==> src/sv/diec_pkg.sv <==
// ----------------------------------------------------------------------------
// diec_pkg
// Shared types and constants for the digital input edge capture block.
// ----------------------------------------------------------------------------
`default_nettype none

package diec_pkg;

	localparam int NUM_PINS_DEF   = 16;
	localparam int RING_DEPTH_DEF = 128;
	localparam int PINS_MAX       = 16;
	localparam int PIN_W          = 4;
	localparam int TIME_W         = 64;
	localparam int WIN_W          = 18;
	localparam int CFG_IDX_W      = 2;
	localparam logic [9:0] MS_TO_US = 10'd1000;

	localparam logic [1:0] MODE_SAMPLE = 2'd0;
	localparam logic [1:0] MODE_POLL   = 2'd1;
	localparam logic [1:0] MODE_ARM    = 2'd2;

	localparam logic [CFG_IDX_W-1:0] CFG_ENABLE = 2'd0;
	localparam logic [CFG_IDX_W-1:0] CFG_DB_LO  = 2'd1;
	localparam logic [CFG_IDX_W-1:0] CFG_DB_HI  = 2'd2;

	typedef enum logic [3:0] {
		ST_IDLE  = 4'b0001,
		ST_SCAN  = 4'b0010,
		ST_POLL1 = 4'b0100,
		ST_POLL2 = 4'b1000
	} state_t;

	typedef enum logic [2:0] {
		LC_NONE,
		LC_ARM,
		LC_EDGE,
		LC_PAIR,
		LC_RET,
		LC_RING,
		LC_SETTLE
	} lane_cmd_t;

	typedef struct packed {
		logic              pub;
		logic              zero_db;
		logic              settle;
		logic              pair_pend;
		logic              pair_lvl;
		logic [TIME_W-1:0] pair_t;
		logic              ret_pend;
		logic              ret_lvl;
		logic [TIME_W-1:0] ret_t;
		logic [TIME_W-1:0] first_t;
	} lane_st_t;

	typedef struct packed {
		logic [TIME_W-1:0] t;
		logic [PIN_W-1:0]  pin;
		logic              level;
	} ring_entry_t;

	function automatic logic [PIN_W-1:0] lowest_idx(input logic [PINS_MAX-1:0] v);
		logic [PIN_W-1:0] r;
		r = '0;
		for (int i = PINS_MAX - 1; i >= 0; i--) begin
			if (v[i]) r = PIN_W'(i);
		end
		return r;
	endfunction

endpackage

`default_nettype wire

==> src/sv/diec_lane.sv <==
// ----------------------------------------------------------------------------
// diec_lane
// Per-pin state: published level, debounce episode, queued pair/return edges.
// ----------------------------------------------------------------------------
`default_nettype none

module diec_lane (
	input  logic                      clk,
	input  logic                      arst_n,
	input  diec_pkg::lane_cmd_t       cmd,
	input  logic                      lvl,
	input  logic [diec_pkg::TIME_W-1:0] t,
	input  logic [diec_pkg::TIME_W-1:0] now,
	input  logic                      en,
	input  logic [7:0]                db,
	output diec_pkg::lane_st_t        st
);
	import diec_pkg::*;

	logic              pub_q, uns_q, pairp_q, pairl_q, retp_q, retl_q;
	logic [TIME_W-1:0] first_q, last_q, pairt_q, rett_q;
	logic [WIN_W-1:0]  win_q;
	logic              settle_s1;
	logic [TIME_W-1:0] elapsed;
	logic              zero_db;

	assign zero_db = (db == 8'd0);
	assign elapsed = now - last_q;

	always_ff @(posedge clk or negedge arst_n) begin
		if (!arst_n) begin
			win_q     <= '0;
			settle_s1 <= 1'b0;
		end else begin
			win_q     <= WIN_W'(db) * WIN_W'(MS_TO_US);
			settle_s1 <= !zero_db && en && uns_q && (elapsed >= TIME_W'(win_q));
		end
	end

	always_ff @(posedge clk or negedge arst_n) begin
		if (!arst_n) begin
			pub_q   <= 1'b0;
			uns_q   <= 1'b0;
			pairp_q <= 1'b0;
			pairl_q <= 1'b0;
			retp_q  <= 1'b0;
			retl_q  <= 1'b0;
			first_q <= '0;
			last_q  <= '0;
			pairt_q <= '0;
			rett_q  <= '0;
		end else begin
			case (cmd)
				LC_ARM: begin
					pub_q <= lvl;
					uns_q <= 1'b0;
				end
				LC_EDGE: begin
					if (!uns_q) begin
						first_q <= t;
						uns_q   <= 1'b1;
					end
					last_q <= t;
				end
				LC_PAIR: begin
					pairp_q <= 1'b0;
					pub_q   <= pairl_q;
				end
				LC_RET: begin
					retp_q <= 1'b0;
					pub_q  <= retl_q;
				end
				LC_RING: begin
					if (lvl == pub_q) begin
						pairp_q <= 1'b1;
						pairl_q <= lvl;
						pairt_q <= t;
					end else begin
						pub_q <= lvl;
					end
				end
				LC_SETTLE: begin
					uns_q <= 1'b0;
					if (lvl != pub_q) begin
						pub_q <= lvl;
					end else begin
						retp_q <= 1'b1;
						retl_q <= pub_q;
						rett_q <= (last_q > first_q) ? last_q : first_q;
					end
				end
				default: begin
				end
			endcase
		end
	end

	always_comb begin
		st.pub       = pub_q;
		st.zero_db   = zero_db;
		st.settle    = settle_s1;
		st.pair_pend = pairp_q;
		st.pair_lvl  = pairl_q;
		st.pair_t    = pairt_q;
		st.ret_pend  = retp_q;
		st.ret_lvl   = retl_q;
		st.ret_t     = rett_q;
		st.first_t   = first_q;
	end

endmodule

`default_nettype wire

==> config.mk <==
export PLATFORM = sky130hd
export DESIGN_NAME = diec_lane
export DESIGN_NICKNAME = d
export VERILOG_FILES = /design/src/sv/diec_pkg.sv /design/src/sv/diec_lane.sv
export SDC_FILE = /design/constraint.sdc
export NUM_CORES = 1
export LEC_CHECK = 0
export ABC_AREA = 1
export BUFFER_PORTS_ARGS = -buffer_cell sky130_fd_sc_hd__buf_2
export CORE_UTILIZATION = 62
export DETAILED_ROUTE_END_ITERATION = 16
export GPL_TIMING_DRIVEN = 0
export PLACE_DENSITY = 0.91
export SLEW_MARGIN = 20
export SYNTH_ARGS = -nofsm -noshare
export SYNTH_HDL_FRONTEND = slang
export SYNTH_SLANG_ARGS = --single-unit
==> constraint.sdc <==
create_clock -name clk -period 6.69 [get_ports clk]
set_input_delay 1.338 -clock clk [delete_from_list [all_inputs] [get_ports clk]]
set_output_delay 1.338 -clock clk [all_outputs]
set_load 0.02 [all_outputs]
**Word-level counts from Yosys, hierarchy flattened**

Cells that the tools add are included.

- Register bits after elaboration: 278
- Bits of input ports: 143
- Output and inout port bits: 199

- Add/sub/neg operators: 1
- $mul: 1
- $lt $le $gt $ge: 2
- Equal/unequal tests: 12
- Muxes and demuxes: 9
- Bitwise gates (word level): 2
- Reduce and logical (&&, ||, !) cells: 16

Operators with widths:

| operator | number |
|---|---|
| >= comparator 64 x 18 -> 1 bit | 1 |
| > comparator 64 bit | 1 |
| two-way mux 64 bit | 1 |
| subtractor 64 bit | 1 |
| multiplier 8 x 7 -> 15 bit, second input constant | 1 |
| AND reduction 2 bit | 5 |
| equality test 3 bit, second input constant | 3 |
| logical NOT 8 bit | 1 |
| != test 2 bit, second input constant | 4 |
| equality test 3 x 2 -> 1 bit, second input constant | 2 |
| one-hot mux 1 bit (2 select lines) | 3 |
| nonzero test 2 bit | 3 |
| one-hot mux 1 bit (5 select lines) | 1 |
| nonzero test 5 bit | 1 |
| two-way mux 1 bit | 4 |
| equality test 3 x 1 -> 1 bit, second input constant | 1 |
| logical AND 1 bit | 3 |
| AND reduction 3 bit | 1 |
| inverter 1 bit | 2 |
| OR reduction 2 bit | 1 |
| equality test 1 bit | 1 |
| logical NOT 1 bit | 1 |
| != test 1 bit | 1 |

**Longest topological paths before layout**

- Word-level depth: 5
- Mapped depth: 24
- Depth with buffers taken out: 24

**Worst setup path after synthesis**

Ideal clock, no wire load.

- Path kind: input port to flip-flop
- From: in db[0]
- To: reg win_q[16]
- Library setup time: 0.122 ns
- Arrival time: 4.811 ns
- Data required time: 6.568 ns
- Setup slack: 1.758 ns
- Stages: 15
- Path buffers: 0
- Path through: fa_1 > inv_1 > fa_1 > fa_1 > inv_1 > fa_1 > ha_1 > a21oi_1 > o21ai_0 > a21o_1 > a21oi_1 > nor2_1 > o21ai_0 > nand2_1 > xor2_1

- Word-level cells in the longest chain between the ends: 1

RTL lines:

| what | line | RTL |
|---|---|---|
| start, declared | diec_lane.sv:15 | `input logic [7:0] db,` |
| multiplier 8 x 7 -> 15 bit | diec_lane.sv:35 | `win_q <= WIN_W'(db) * WIN_W'(MS_TO_US);` |
| end signal, assigned | diec_lane.sv:35 |  |
| end, declared | diec_lane.sv:22 | `logic [WIN_W-1:0] win_q;` |

No other way between the ends.
A chain may end at the register's enable or synchronous reset.

**Worst setup path after layout**

Same ends and word-level chain as after synthesis.

==> run_results.csv <==
group,metric,value,unit
run_status,status,"finished clean",
synth,synth-edff-count,0,
timing,final_hold_viol_count,0,
clocking,cts_root_buf,"clkbuf_16",
worst_setup_path,cp.depth,16,
timing,worst-slew-pin-transition,775,ps
worst_setup_path,worstPathMaxFanout,6,
cells_and_area,drive_above_1_share,0.133,
placed_design,place_inst,3691,
die,start_util,0.635,
synth,synth_compound_area_frac,0.108,
timing,finalCritPeriodShare,0.742,
timing,layout_setup_ws,1720,ps
synth,synth_area_leader_cell,"dfrtp_1",
pwr,comb_power_share,0.495,
placed_design,pre_cts_ws,1210,ps
cells_and_area,syn_to_final_growth,16.1,%
worst_setup_path,cp_slowest_stage_delay,570,ps
drt,drt_iter0_markers,2599,
global_routing,grt_pass1_wl,117000,um
worst_setup_path,critPathKind,"in2reg",
synth,synthMuxAreaShare,0,
timing,skew,15.6,ps
drt,wirelength,76700,um
worst_setup_path,r2r_cells,22,
worst_setup_path,path_cells,"buf_2, fa_1, inv_1, fa_1, fa_1, inv_1, fa_1, ha_1, a21oi_1, o21ai_0, a21o_1, a21oi_1, nor2_1, o21ai_0, nand2_1, xor2_1",
cells_and_area,seq_area,0.00696,mm^2
synth,synth_area_per_cell,6.84,um^2
synth,yosysTopAreaCellShare,0.345,
pwr,internal_power,4.54,mW
placed_design,io_buffer_count,341,
synth,synthFlopType,"dfrtp_1",
clocking,clock-sinks,278,
worst_setup_path,cp_top_family,"adder cells",
worst_setup_path,crit_buf_inv,3,
worst_setup_path,cp-start-kind,"input pin",
clocking,cts.hold.buffers_added,0,
timing,setup_tns,0,ps
synth,synth_cells,2946,
synth,yosys.area_share.xor_xnor,0.0135,
global_routing,grt_usage,0.459,
die,die_y,182,um
worst_hold_path,hold_class,"reg2reg",
timing,setup_viol,0,
worst_setup_path,endpoint_kind,"register",
clocking,htree_levels,1,
worst_setup_path,required,7120,ps
synth,synth-simple-area-share,0.277,
die,num_rows,65,
synth,synth_area,0.0201,mm^2
die,die_w,182,um
worst_hold_path,hold_depth,2,
clocking,cts_buffers,29,
global_routing,overflow,0,
synth,synthArstFlopShare,1.00,
timing,fmax,201,MHz
pwr,peakVddDrop,312,uV
worst_setup_path,arrival,5400,ps
drt,num_vias,22126,
drt,ant_nets,0,
global_routing,grt_max_degree,106,
drt,via_per_inst,5.91,
synth,ys_seq_area_frac,0.345,
die,coreArea,0.0317,mm^2
global_routing,grt_pass1_vias,21644,
timing,rsz0062_at_grt,"false",
timing,drv_slew,0,
placed_design,hpwl,59000,um
drt,drt_pass1_iterations,6,
timing,max_slew_margin,0.484,
synth,synth_area_leaders,"dfrtp_1 (35%), nand2_1 (19%), ha_1 (11%), inv_1 (10%), o21ai_0 (5.7%)",
synth,yosys_warnings,0,
pwr,p_clk_frac,0.195,
synth,synth_top_family_by_area,"simple AND/OR/NAND/NOR gates",
clocking,postCtsSetupRepairBufs,0,
pwr,p_sw,4.08,mW
cells_and_area,multi_input_area,0.0108,mm^2
drt,drcViolationCount,0,
cells_and_area,final_nets,3669,
pwr,p_per_area,369,mW/mm^2
die,ios,342,
clocking,clkTransAtPathRegs,60,ps
die,die_area,0.0332,mm^2
job,maxCapViolations,0,
cells_and_area,final.fill_count,2287,
timing,period_needed,4970,ps
clocking,cts_buffer_depth,3,
drt,wl_per_cell,20.5,um
synth,synth_fa_ha_area_frac,0.137,
clocking,cts_tree,"yes",
synth,yosys_register_bits,278,
cells_and_area,post-route-util,0.737,
worst_setup_path,slowest_stage,"fa_1",
cells_and_area,layout.cells.non_filler,3744,
pwr,swShare,0.473,
worst_setup_path,path_common_cell,"fa_1",
clocking,cts_repair_resize_count,0,
pwr,p_seq_frac,0.310,
clocking,clock_latency,560,ps
placed_design,gp_routability_congestion,1.00,
pwr,leakage,13.6,nW
synth,syn_nets,3295,
global_routing,antenna_found_initial,4,
synth,synth_cell_types,41,
## state kept, by name, indices dropped and copies added, names as in the netlist
register	cells
win_q	15
pairt_q	64
pairp_q	1
first_q	64
settle_s1	1
rett_q	64
retp_q	1
last_q	64
pub_q	1
pairl_q	1
uns_q	1
retl_q	1
## power by group through the flow
stage	clock network [mW]	registers [mW]	logic, mW
after floorplan	0	3.01	2.18
after global placement	0	2.61	3.87
after detailed placement	0	2.64	4.06
after CTS	1.66	2.63	4.16
after global routing	1.72	2.69	4.63
final	1.68	2.67	4.27
## final cells by class
type                            instances  share of cell area
Clock buffer                           40              0.0345
Buffer                                 77              0.0147
Inverter                              551              0.0885
Tap cell                              402              0.0215
Antenna cell                            1            0.000107
Multi-Input combinational cell       2040               0.461
Timing Repair Buffer                  343              0.0758
Sequential cell                       278               0.298
Clock inverter                         12             0.00669
## worst paths after layout
check | from | endpoint | slack, ps
max | db[0] | win_q[16]$_DFF_PN0_ | 1720
min | pairt_q[38]$_DFFE_PN0P_ | pairt_q[38]$_DFFE_PN0P_ | 480
max reg2reg | last_q[11]$_DFFE_PN0N_ | settle_s1$_DFF_PN0_ | 2810
min reg2reg | pairt_q[38]$_DFFE_PN0P_ | pairt_q[38]$_DFFE_PN0P_ | 480
max in group asynchronous | arst_n | first_q[8]$_DFFE_PN0P_ | 4440
min in group asynchronous | arst_n | settle_s1$_DFF_PN0_ | 780
## logic make-up (layout without fill, tap and decap cells)
group | Yosys count | in the layout
simple gates | 1381 | 1381
buf+inv | 628 | 1023
compound gates | 422 | 422
flops | 278 | 278
fa+ha+maj | 206 | 206
xor+xnor | 31 | 31
other cells | 0 | 1
## worst register-to-register path, stage by stage, from the launching register on
cell and delay (ps):
dfrtp_1 430, inv_1 170, ha_1 380, nand2_1 130
nor2_1 260, nand2_1 90, nand2_1 110, inv_1 50
nand2_1 180, xor2_1 200, ha_1 280, a21oi_1 160
o21ai_0 120, a21oi_1 190, nand3_1 90, nand2_1 90
nand4_1 90, nor2_1 160, nand3_1 130, nor2_1 100
nand3_1 100, nor2_1 180, nor2_1 80
## synth_stat cells, types with 9 or more instances
library cell / n
nand2_1: 1016
inv_1: 546
dfrtp_1: 278
o21ai_0: 228
nor2_1: 193
ha_1: 183
a21oi_1: 108
nand3_1: 75
o21ai_1: 64
clkbuf_1: 55
nand4_1: 34
xor2_1: 24
fa_1: 23
nand3b_1: 18
nor3_1: 14
buf_2: 11
buf_4: 9
nor2_2: 9
## metal layers
metal | vias to the layer above | GRT usage | share of wire
met5 | - | 0 | 0.00053
met4 | 6 | 0.285 | 0.074
met3 | 461 | 0.105 | 0.11
met2 | 1586 | 0.736 | 0.45
met1 | 10195 | 0.564 | 0.37
li1 | 9878 | - | -
## cells in the final DEF (no fill, tap or decap), types with 5 or more instances in the layout
| master | n |
|---|---|
| nor3_1 | 14 |
| xnor2_1 | 7 |
| a21oi_1 | 108 |
| clkbuf_1 | 62 |
| o21bai_1 | 7 |
| xor2_1 | 24 |
| buf_4 | 9 |
| fa_1 | 23 |
| nand4_1 | 34 |
| o21ai_1 | 64 |
| dfrtp_1 | 278 |
| buf_2 | 351 |
| clkbuf_16 | 29 |
| o21ai_0 | 228 |
| ha_1 | 183 |
| nand2_2 | 8 |
| nand2_1 | 1016 |
| nor2_2 | 9 |
| nor3_2 | 5 |
| nand3_1 | 75 |
| inv_1 | 546 |
| nor2_1 | 193 |
| nand3b_1 | 18 |
## metrics by stage
stage / total power, mW / area [um^2] / hold WS (ps)
floorplan: 5.19 / 20100 / 472
global placement: 6.48 / 22400 / 459
detailed placement: 6.70 / 22400 / 469
CTS: 8.46 / 23400 / 484
global route: 9.05 / 23400 / 505
finish: 8.62 / 23400 / 483
No activity file was read; power rests on OpenSTA's default activity.
